## src/rtl/atrs_pkg.sv

```systemverilog
// Package: payload types, command codes and constants of the shadow register block.
`timescale 1ns / 1ps
`default_nettype none
package atrs_pkg;

	localparam int MAX_MODULES_DEF = 8;
	localparam int SLOT_LIMIT      = 8;   // defined_mask has one bit per slot
	localparam int QUEUE_DEPTH     = 2;
	localparam int QPTR_W          = 1;
	localparam int QCNT_W          = 2;

	localparam logic [4:0] CMD_CTRL_FIRST = 5'd0;
	localparam logic [4:0] CMD_CTRL_LAST  = 5'd7;
	localparam logic [4:0] CMD_PILE_FIRST = 5'd8;
	localparam logic [4:0] CMD_PILE_LAST  = 5'd11;
	localparam logic [4:0] CMD_WIN_FIRST  = 5'd12;
	localparam logic [4:0] CMD_WIN_LAST   = 5'd17;
	localparam logic [4:0] CMD_STATUS     = 5'd18;

	localparam logic [2:0] REG_CONTROL = 3'd2;
	localparam logic [2:0] REG_DISC    = 3'd3;
	localparam logic [2:0] REG_PILEUP  = 3'd6;

	localparam logic KIND_WRITE = 1'b0;
	localparam logic KIND_REPLY = 1'b1;

	localparam logic [1:0] ST_OK          = 2'd0;
	localparam logic [1:0] ST_SELF_TEST   = 2'd1;
	localparam logic [1:0] ST_WAS_RESET   = 2'd2;
	localparam logic [1:0] ST_NO_RESPONSE = 2'd3;

	localparam logic [7:0] STAT_NONE_BYTE  = 8'hff;
	localparam int         STAT_RESET_BIT  = 3;   // 0x08
	localparam int         STAT_FAILED_BIT = 4;   // 0x10

	localparam logic [7:0] UPPER_LEVEL_BIT = 8'h20;

	// dac = p * 4095 / 10000, division by exact reciprocal 2^40 / 10000 rounded up
	localparam logic [13:0] PCT_FULL    = 14'd10000;
	localparam logic [26:0] RECIP_DAC   = 27'd109951163;
	localparam int          RECIP_SHIFT = 40;

	typedef enum logic [2:0] {
		CLS_ERR,
		CLS_CTRL,
		CLS_PILE,
		CLS_WIN,
		CLS_STAT,
		CLS_NOP
	} cls_t;

	typedef struct packed {
		logic [4:0]         cmd;
		logic [7:0]         module_index;
		logic               flag_value;
		logic signed [15:0] percent_hundredths;
		logic [7:0]         read_byte;
	} req_t;

	typedef struct packed {
		logic       kind;
		logic [7:0] target_module;
		logic [2:0] reg_offset;
		logic [1:0] byte_count;
		logic [7:0] data_low;
		logic [7:0] data_high;
		logic       error_flag;
		logic [1:0] status_code;
		logic       last;
	} rsp_t;

	typedef struct packed {
		cls_t       cls;
		logic [2:0] sel;
		logic [7:0] module_index;
		logic       flag_value;
		logic [11:0] dac;
		logic [1:0] status_code;
		logic       status_err;
	} entry_t;

	function automatic logic [7:0] ctrl_mask(input logic [2:0] sel);
		logic [7:0] m;
		unique case (sel)
			3'd0: m = 8'h01;
			3'd1: m = 8'h04;
			3'd2: m = 8'h08;
			3'd3: m = 8'h10;
			3'd4: m = 8'h20;
			3'd5: m = 8'h40;
			3'd6: m = 8'h80;
			default: m = 8'h02;
		endcase
		return m;
	endfunction

	function automatic logic [7:0] chan_bits(input logic [1:0] ch);
		logic [7:0] b;
		unique case (ch)
			2'd1: b = 8'h40;
			2'd2: b = 8'h80;
			default: b = 8'h00;
		endcase
		return b;
	endfunction

endpackage
`default_nettype wire

```

## src/rtl/atrs_front.sv

```systemverilog
// Front end: accepts requests, checks the slot, decodes the command and scales window levels.
`timescale 1ns / 1ps
`default_nettype none
module atrs_front import atrs_pkg::*; #(
	parameter int MAX_MODULES = MAX_MODULES_DEF
) (
	input  wire logic       clk,
	input  wire logic       arst_n,
	input  wire logic       req_valid,
	output logic            req_stall,
	input  wire req_t       req,
	input  wire logic [7:0] defined_mask,
	output logic            push_valid,
	input  wire logic       push_ready,
	output entry_t          push_data
);

	logic        valid_s1;
	entry_t      entry_s1;
	logic [25:0] scaled_s1;

	entry_t      entry_n;
	logic        bad;
	logic [13:0] pct;
	logic [52:0] prod;
	logic        load;

	assign load      = !valid_s1 || push_ready;
	assign req_stall = !load;

	always_comb begin
		bad = (32'(req.module_index) >= MAX_MODULES)
			|| (req.module_index >= 8'(SLOT_LIMIT))
			|| !defined_mask[req.module_index[2:0]];

		entry_n              = '0;
		entry_n.module_index = req.module_index;
		entry_n.flag_value   = req.flag_value;
		entry_n.cls          = CLS_NOP;
		case (req.cmd) inside
			[CMD_CTRL_FIRST:CMD_CTRL_LAST]: begin
				entry_n.cls = CLS_CTRL;
				entry_n.sel = 3'(req.cmd - CMD_CTRL_FIRST);
			end
			[CMD_PILE_FIRST:CMD_PILE_LAST]: begin
				entry_n.cls = CLS_PILE;
				entry_n.sel = 3'(req.cmd - CMD_PILE_FIRST);
			end
			[CMD_WIN_FIRST:CMD_WIN_LAST]: begin
				entry_n.cls = CLS_WIN;
				entry_n.sel = 3'(req.cmd - CMD_WIN_FIRST);
			end
			CMD_STATUS: begin
				entry_n.cls = CLS_STAT;
				if (req.read_byte == STAT_NONE_BYTE) begin
					entry_n.status_code = ST_NO_RESPONSE;
					entry_n.status_err  = 1'b1;
				end else if (req.read_byte[STAT_RESET_BIT]) begin
					entry_n.status_code = ST_WAS_RESET;
				end else if (req.read_byte[STAT_FAILED_BIT]) begin
					entry_n.status_code = ST_SELF_TEST;
				end else begin
					entry_n.status_code = ST_OK;
				end
			end
			default: entry_n.cls = CLS_NOP;
		endcase
		if (bad) begin
			entry_n.cls = CLS_ERR;
		end

		if (req.percent_hundredths[15]) begin
			pct = '0;
		end else if (req.percent_hundredths > 16'sd10000) begin
			pct = PCT_FULL;
		end else begin
			pct = req.percent_hundredths[13:0];
		end
	end

	always_ff @(posedge clk or negedge arst_n) begin
		if (!arst_n) begin
			valid_s1 <= 1'b0;
		end else if (load) begin
			valid_s1 <= req_valid;
		end
	end

	// p * 4095 as shift and subtract
	always_ff @(posedge clk) begin
		if (load && req_valid) begin
			entry_s1  <= entry_n;
			scaled_s1 <= {pct, 12'b0} - 26'(pct);
		end
	end

	assign prod = 53'(scaled_s1) * 53'(RECIP_DAC);

	always_comb begin
		push_data     = entry_s1;
		push_data.dac = prod[RECIP_SHIFT +: 12];
	end

	assign push_valid = valid_s1;

endmodule
`default_nettype wire

```

## src/rtl/atrs_queue.sv

```systemverilog
// Short queue of decoded commands between front end and back end.
`timescale 1ns / 1ps
`default_nettype none
module atrs_queue import atrs_pkg::*; (
	input  wire logic   clk,
	input  wire logic   arst_n,
	input  wire logic   push_valid,
	output logic        push_ready,
	input  wire entry_t push_data,
	output logic        head_valid,
	input  wire logic   pop,
	output entry_t      head
);

	entry_t              entries_q [QUEUE_DEPTH];
	logic [QPTR_W-1:0]   wr_ptr_q;
	logic [QPTR_W-1:0]   rd_ptr_q;
	logic [QCNT_W-1:0]   count_q;
	logic                do_push;
	logic                do_pop;

	assign push_ready = count_q != QCNT_W'(QUEUE_DEPTH);
	assign head_valid = count_q != '0;
	assign head       = entries_q[rd_ptr_q];
	assign do_push    = push_valid && push_ready;
	assign do_pop     = pop && head_valid;

	always_ff @(posedge clk or negedge arst_n) begin
		if (!arst_n) begin
			wr_ptr_q <= '0;
			rd_ptr_q <= '0;
			count_q  <= '0;
		end else begin
			if (do_push) begin
				wr_ptr_q <= (wr_ptr_q == QPTR_W'(QUEUE_DEPTH - 1)) ? '0 : wr_ptr_q + 1'b1;
			end
			if (do_pop) begin
				rd_ptr_q <= (rd_ptr_q == QPTR_W'(QUEUE_DEPTH - 1)) ? '0 : rd_ptr_q + 1'b1;
			end
			if (do_push && !do_pop) begin
				count_q <= count_q + 1'b1;
			end else if (do_pop && !do_push) begin
				count_q <= count_q - 1'b1;
			end
		end
	end

	always_ff @(posedge clk) begin
		if (do_push) begin
			entries_q[wr_ptr_q] <= push_data;
		end
	end

endmodule
`default_nettype wire

```

## src/rtl/atrs_back.sv

```systemverilog
// Back end: shadow settings, response sequencing and output register.
`timescale 1ns / 1ps
`default_nettype none
module atrs_back import atrs_pkg::*; #(
	parameter int MAX_MODULES = MAX_MODULES_DEF
) (
	input  wire logic   clk,
	input  wire logic   arst_n,
	input  wire logic   head_valid,
	input  wire entry_t head,
	output logic        pop,
	output logic        rsp_valid,
	input  wire logic   rsp_stall,
	output rsp_t        rsp
);

	localparam int SLOTS  = (MAX_MODULES < SLOT_LIMIT) ? MAX_MODULES : SLOT_LIMIT;
	localparam int SLOT_W = (SLOTS > 1) ? $clog2(SLOTS) : 1;
	localparam int LVLS   = SLOTS * 3;
	localparam int LVL_W  = $clog2(LVLS);

	logic [7:0]  ctrl_q  [SLOTS];
	logic [3:0]  pile_q  [SLOTS];
	logic [11:0] lower_q [LVLS];
	logic [11:0] upper_q [LVLS];
	logic [1:0]  step_q;
	logic        rsp_valid_q;
	rsp_t        rsp_q;

	logic [SLOT_W-1:0] slot;
	logic [1:0]        ch;
	logic [4:0]        lvl_full;
	logic [LVL_W-1:0]  lidx;
	logic [7:0]        ctrl_new;
	logic [3:0]        pile_new;
	logic [11:0]       lo_cur;
	logic [11:0]       hi_cur;
	logic              adv;
	logic              done;
	logic              first;
	rsp_t              rsp_n;

	assign slot     = head.module_index[SLOT_W-1:0];
	assign ch       = head.sel[2:1];
	assign lvl_full = 5'(head.module_index[2:0]) * 5'd3 + 5'(ch);
	assign lidx     = lvl_full[LVL_W-1:0];
	assign adv      = head_valid && (!rsp_valid_q || !rsp_stall);
	assign first    = step_q == 2'd0;

	assign ctrl_new = head.flag_value ? (ctrl_q[slot] | ctrl_mask(head.sel))
	                                  : (ctrl_q[slot] & ~ctrl_mask(head.sel));
	assign pile_new = head.flag_value ? (pile_q[slot] | (4'b0001 << head.sel[1:0]))
	                                  : (pile_q[slot] & ~(4'b0001 << head.sel[1:0]));
	assign lo_cur   = (first && !head.sel[0]) ? head.dac : lower_q[lidx];
	assign hi_cur   = upper_q[lidx];

	always_comb begin
		rsp_n               = '0;
		rsp_n.kind          = KIND_REPLY;
		rsp_n.target_module = head.module_index;
		rsp_n.last          = 1'b1;
		done                = 1'b1;
		case (head.cls)
			CLS_ERR:  rsp_n.error_flag = 1'b1;
			CLS_STAT: begin
				rsp_n.error_flag  = head.status_err;
				rsp_n.status_code = head.status_code;
			end
			CLS_CTRL: if (first) begin
				rsp_n            = '0;
				rsp_n.kind       = KIND_WRITE;
				rsp_n.target_module = head.module_index;
				rsp_n.reg_offset = REG_CONTROL;
				rsp_n.byte_count = 2'd1;
				rsp_n.data_low   = ctrl_new;
				done             = 1'b0;
			end
			CLS_PILE: if (first) begin
				rsp_n            = '0;
				rsp_n.kind       = KIND_WRITE;
				rsp_n.target_module = head.module_index;
				rsp_n.reg_offset = REG_PILEUP;
				rsp_n.byte_count = 2'd1;
				rsp_n.data_low   = {4'b0, pile_new};
				done             = 1'b0;
			end
			CLS_WIN: if (step_q != 2'd2) begin
				rsp_n            = '0;
				rsp_n.kind       = KIND_WRITE;
				rsp_n.target_module = head.module_index;
				rsp_n.reg_offset = REG_DISC;
				rsp_n.byte_count = 2'd2;
				if (first) begin
					rsp_n.data_low  = lo_cur[7:0];
					rsp_n.data_high = {4'b0, lo_cur[11:8]} | chan_bits(ch);
				end else begin
					rsp_n.data_low  = hi_cur[7:0];
					rsp_n.data_high = {4'b0, hi_cur[11:8]} | chan_bits(ch) | UPPER_LEVEL_BIT;
				end
				done = 1'b0;
			end
			default: ;
		endcase
	end

	assign pop = adv && done;

	always_ff @(posedge clk or negedge arst_n) begin
		if (!arst_n) begin
			step_q      <= '0;
			rsp_valid_q <= 1'b0;
			for (int i = 0; i < SLOTS; i++) begin
				ctrl_q[i] <= '0;
				pile_q[i] <= '0;
			end
			for (int i = 0; i < LVLS; i++) begin
				lower_q[i] <= '0;
				upper_q[i] <= '0;
			end
		end else begin
			if (adv) begin
				rsp_valid_q <= 1'b1;
				step_q      <= done ? 2'd0 : step_q + 2'd1;
			end else if (!rsp_stall) begin
				rsp_valid_q <= 1'b0;
			end
			if (adv && first) begin
				case (head.cls)
					CLS_CTRL: ctrl_q[slot] <= ctrl_new;
					CLS_PILE: pile_q[slot] <= pile_new;
					CLS_WIN: begin
						if (head.sel[0]) begin
							upper_q[lidx] <= head.dac;
						end else begin
							lower_q[lidx] <= head.dac;
						end
					end
					default: ;
				endcase
			end
		end
	end

	always_ff @(posedge clk) begin
		if (adv) begin
			rsp_q <= rsp_n;
		end
	end

	assign rsp_valid = rsp_valid_q;
	assign rsp       = rsp_q;

	a_step_win: assert property (@(posedge clk) disable iff (!arst_n)
		step_q == 2'd2 |-> head_valid && head.cls == CLS_WIN)
		else $error("third step outside a window command");

	a_pop_reply: assert property (@(posedge clk) disable iff (!arst_n)
		pop |=> rsp_valid_q && rsp_q.kind == KIND_REPLY && rsp_q.last)
		else $error("command retired without its reply");

	a_write_clean: assert property (@(posedge clk) disable iff (!arst_n)
		rsp_valid_q && rsp_q.kind == KIND_WRITE |-> !rsp_q.error_flag && !rsp_q.last)
		else $error("bus write flagged as error or last");

	a_step_hold: assert property (@(posedge clk) disable iff (!arst_n)
		!adv |=> $stable(step_q))
		else $error("sequencer step moved without output advance");

endmodule
`default_nettype wire

```

## src/rtl/amp_tca_register_shadow.sv

```systemverilog
// Top level: shadow settings for timing/amplifier modules, turning commands into bus writes.
//
// Usage: requests enter on req (req_valid / req_stall), responses leave on rsp
// (rsp_valid / rsp_stall); an item moves when valid is high and stall is low.
// The defined_mask register is written on cfg (cfg_valid / cfg_ready, always
// ready); the user must write it only while the block is idle, and the block
// itself does not enforce this. Each request yields one to three responses: bus
// writes first, then one reply with last set. A request is registered in the
// front stage, then written into the queue, and its first response is then held
// in the output register. The back end sequencer emits one response per cycle
// unless the receiver stalls; a request holds it for one (error, status,
// invalid), two (flag) or three (window) responses, and it sets the sustained rate.
// The front end keeps accepting into a two-entry queue while the back end or
// the receiver is stalled; req_stall rises only once the queue and front stage
// are full. A stalled response holds in the output register.
// Reset clears all shadow settings to zero, the mask, the queue and the output.
`timescale 1ns / 1ps
`default_nettype none
module amp_tca_register_shadow import atrs_pkg::*; #(
	parameter int MAX_MODULES = MAX_MODULES_DEF
) (
	input  wire logic       clk,
	input  wire logic       arst_n,
	input  wire logic       req_valid,
	output logic            req_stall,
	input  wire req_t       req,
	output logic            rsp_valid,
	input  wire logic       rsp_stall,
	output rsp_t            rsp,
	input  wire logic       cfg_valid,
	output logic            cfg_ready,
	input  wire logic [7:0] cfg_data
);

	logic [7:0] defined_mask_q;
	logic       push_valid;
	logic       push_ready;
	entry_t     push_data;
	logic       head_valid;
	logic       pop;
	entry_t     head;

	assign cfg_ready = 1'b1;

	always_ff @(posedge clk or negedge arst_n) begin
		if (!arst_n) begin
			defined_mask_q <= '0;
		end else if (cfg_valid && cfg_ready) begin
			defined_mask_q <= cfg_data;
		end
	end

	atrs_front #(.MAX_MODULES(MAX_MODULES)) u_front (
		.clk          (clk),
		.arst_n       (arst_n),
		.req_valid    (req_valid),
		.req_stall    (req_stall),
		.req          (req),
		.defined_mask (defined_mask_q),
		.push_valid   (push_valid),
		.push_ready   (push_ready),
		.push_data    (push_data)
	);

	atrs_queue u_queue (
		.clk        (clk),
		.arst_n     (arst_n),
		.push_valid (push_valid),
		.push_ready (push_ready),
		.push_data  (push_data),
		.head_valid (head_valid),
		.pop        (pop),
		.head       (head)
	);

	atrs_back #(.MAX_MODULES(MAX_MODULES)) u_back (
		.clk        (clk),
		.arst_n     (arst_n),
		.head_valid (head_valid),
		.head       (head),
		.pop        (pop),
		.rsp_valid  (rsp_valid),
		.rsp_stall  (rsp_stall),
		.rsp        (rsp)
	);

endmodule
`default_nettype wire

```

## config.mk

```make
export PLATFORM = sky130hd
export DESIGN_NAME = amp_tca_register_shadow
export DESIGN_NICKNAME = d
export VERILOG_FILES = /design/src/rtl/atrs_pkg.sv /design/src/rtl/atrs_front.sv /design/src/rtl/atrs_queue.sv /design/src/rtl/atrs_back.sv /design/src/rtl/amp_tca_register_shadow.sv
export SDC_FILE = /design/constraint.sdc
export NUM_CORES = 2
export LEC_CHECK = 0
export ABC_AREA = 1
export BUFFER_PORTS_ARGS = -buffer_cell sky130_fd_sc_hd__buf_2
export CORE_MARGIN = 1
export CORE_UTILIZATION = 30
export CTS_BUF_LIST = sky130_fd_sc_hd__clkbuf_8 sky130_fd_sc_hd__clkbuf_16
export CTS_CLUSTER_SIZE = 25
export DETAILED_ROUTE_END_ITERATION = 8
export PLACE_DENSITY = 0.53
export SETUP_SLACK_MARGIN = 0.5
export SYNTH_ARGS = -nofsm -noshare
export SYNTH_HDL_FRONTEND = slang
export SYNTH_SLANG_ARGS = --single-unit
export TNS_END_PERCENT = 100
```

## constraint.sdc

```tcl
create_clock -name clk -period 8.5 [get_ports clk]
set_clock_uncertainty 0.15 [all_clocks]
set_input_delay 2.55 -clock clk [delete_from_list [all_inputs] [get_ports clk]]
set_output_delay 2.55 -clock clk [all_outputs]
set_load 0.005 [all_outputs]
```

==> reports/summary.txt <==
outcome -> complete, but fails checks
failing checks -> DRC
share of the synthesized area in the top cell type -> 34.47%
asr flop ratio synth -> 83.60%
number of global-route vias before repair -> 36,750
area of the multi-input gates -> 24,410 sq um
Post-Route WL -> 150,600 um
PortBufs -> 85
CTS clock-pin slew for the worst setup and hold paths -> 60 ps
Mapped Cells -> 5,423
Final Hold Viols -> 0
Vias -> 37,250
clock sink count -> 823
nets -> 5,997
Remaining Overflow, GRT -> 0
Starting Density -> 30.24%
pin count of the biggest net entering global routing -> 179
final slew viol count -> 0
synth top area cells -> dfrtp_1, fa_1, nand2_1
CP max stage cell -> ha_1
CP top delay family -> adder cells
Placed Instances -> 7,470
DRC Markers -> 6
post-cts gate resize count -> 0
die height -> 410.0 um
die width -> 410.0 um
H-tree depth -> 3
flops & latches, synth -> 823
drt pass-1 iters -> 8
FF+latch area -> 21,270 sq um
routability cong. -> 0.9276
Max Cap Violations -> 0
Yosys top cell by area -> dfrtp_1
post-layout util -> 33.38%
setup bufs post-CTS -> 0
Routed WL per cell -> 19.71 um
crit end category -> flop
critical path class -> flop to flop
CP max stage delay -> 630 ps
endpoints failing setup -> 0
Mapped Area -> 49,950 sq um
Core Region -> 165,200 sq um
Syn Nets -> 6,047
Slew Limit Headroom -> 25.62%
fraction of layout cells with a size suffix above 1 -> 8.557%
crit-path cells -> ha_1 > inv_1 > fa_1 > inv_1 > fa_1 > inv_1 > fa_1 > fa_1 > inv_1 > fa_1 > inv_1 > fa_1 > inv_1 > ha_1 > nand2_1 > o21ai_0 > a21oi_1 > o21a_1 > nand3_1 > xor2_1
worst min-delay path class -> flop to flop
register area share after synthesis -> 42.59%
crit path time final -> 6716 ps
Syn. warnings -> 0
Setup TNS Final -> 0 ps
GRT Total Usage -> 17.73%
iteration-0 DRC count of the detailed router -> 3,289
Final ANT Viol Nets -> 0
hold slack -> 295.2 ps
Post-synth EDFFs -> 135
post-synth cell types -> 54
Syn-to-layout area delta -> 10.38%
WP buf/inv -> 6
Clock Tree Buf Depth -> 3
CTS hold repair buffers -> 0
number of buffers created by CTS -> 90
row count -> 149
Post-DP HPWL -> 107,600 um
clk_lat worst skew -> 690 ps
DR vias/cell -> 4.875
f_max -> 0.1489 GHz
Filler Cell Count -> 17,190
first-pass GRT wire length -> 230,200 um
Critical Path Fanout Max -> 6
RSZ-0062 raised after global routing -> false
die area -> 168,100 sq um
Avg Inst Size Synth -> 9.210 sq um
# IOs -> 88
CTS Root Cell -> clkbuf_16
Final period util -> 79.01%
top_reg_cell synth -> dfrtp_1
Slew @ Worst Pin -> 1116 ps
crit path DAT -> 7030 ps
WP data required -> 8810 ps
non-filler cells, final -> 7,640
Worst Setup Start Kind -> flop
CTS tree -> yes
initial antenna violation count -> 7
-- cell families (layout without fill, tap and decap cells) --
kind of cell               Yosys count  after routing  synth area share [%]
and+or+nand+nor                   1692           1692                 14.55
AOI/OAI and AO/OA                 1290           1290                 14.08
buffers and inverters              984           1007                 8.650
DFF                                823            823                 42.59
adders and majority gates          573            573                 18.91
muxes                               33             33                0.7415
xor gates and xnor gates            26             26                0.4710
other                                2              7               0.01504
-- synthesized netlist by cell type (116+ instances only) --
| cell type | number |
|---|---|
| clkbuf_1 | 132 |
| nand3_1 | 133 |
| o21ai_0 | 769 |
| nand2_1 | 1107 |
| edfxtp_1 | 135 |
| a21oi_1 | 116 |
| fa_1 | 303 |
| dfrtp_1 | 688 |
| o22ai_1 | 226 |
| nor2_1 | 273 |
| ha_1 | 270 |
| inv_1 | 689 |
-- flip-flops by register name, summed over array words and instances, names as in the netlist --
name                cells
u_back.step_q           2
u_back.pile_q          32
u_back.rsp_valid        1
u_back.rsp             31
u_front.scaled_s1      26
u_queue.entries_q      60
u_queue.wr_ptr_q        1
u_front.push_valid      1
u_back.ctrl_q          64
u_queue.rd_ptr_q        1
u_back.lower_q        288
u_back.upper_q        288
defined_mask_q          8
u_queue.count_q         2
u_front.push_data      18
-- placed cells by master (no fill, tap or decap), drive strengths merged, types with 2 or more instances in the layout --
master and n:
or2 44, and2 4, xor2 19, nor2 278, inv 711, nor4 4, o22ai 226, o31ai 5
clkinv 33, a21oi 116, a31oi 3, o211ai 8, conb 2, ha 270, o21bai 9, nand2 1156
nand4 26, clkinvlp 2, fa 303, o21a 16, xnor2 7, buf 143, dfrtp 688, nand3 134
a21boi 6, o21ai 867, clkbuf 112, edfxtp 135, bufinv 6, mux2 32, o221ai 19, diode 5
nor3 42, nand3b 4, a21o 12
-- routing by layer --
metal	track usage, %	vias to the layer above	routed length (um)
li1	-	17650	-
met1	24.19	18440	67650
met2	29.05	942	71480
met3	2.008	212	6156
met4	6.157	4	5288
met5	0	-	26
-- cell type report --
cell class	count	area share, %
Timing Repair Buffer	143	1.807
Antenna cell	5	0.02270
Clock buffer	112	4.675
Inverter	699	4.773
Tap cell	2189	4.968
Sequential cell	823	38.58
Clock inverter	53	0.8942
Multi-Input combinational cell	3616	44.28
-- worst reg2reg max path, cell delays in order, from the launching register on --
cell and delay (ps):
edfxtp_1 560, ha_1 630, inv_1 190, fa_1 580, inv_1 60, fa_1 500, inv_1 50, fa_1 490
fa_1 500, inv_1 50, fa_1 470, inv_1 50, fa_1 480, inv_1 40, ha_1 310, nand2_1 160
o21ai_0 450, a21oi_1 110, o21a_1 210, nand3_1 150, xor2_1 330
-- worst paths after layout --
check | from | to | slack, ps | cells past startpoint
max | u_front.scaled_s1[13]$_DFFE_PP_ | u_queue.entries_q[1][3]$_DFFE_PP_ | 1780 | 20
min | u_front.push_data[23]$_DFFE_PP_ | u_queue.entries_q[1][23]$_DFFE_PP_ | 300 | 0
max reg2reg | u_front.scaled_s1[13]$_DFFE_PP_ | u_queue.entries_q[1][3]$_DFFE_PP_ | 1780 | 20
min reg2reg | u_front.push_data[23]$_DFFE_PP_ | u_queue.entries_q[1][23]$_DFFE_PP_ | 300 | 0
max in group asynchronous | arst_n | defined_mask_q[6]$_DFFE_PN0P_ | 4940 | 2
min in group asynchronous | arst_n | u_back.upper_q[207]$_DFFE_PN0P_ | 1750 | 1
-- metrics by stage --
step                      setup slack (ps)  area, sq um
after floorplan                       2720        49950
after global placement                1760        52040
after detailed placement              1741        52040
after CTS                             1735        55120
after global routing                  1484        55120
final                                 1784        55130
Power is not shown: default switching activity piles up to over one toggle a cycle in this logic, so the estimate is an artifact.
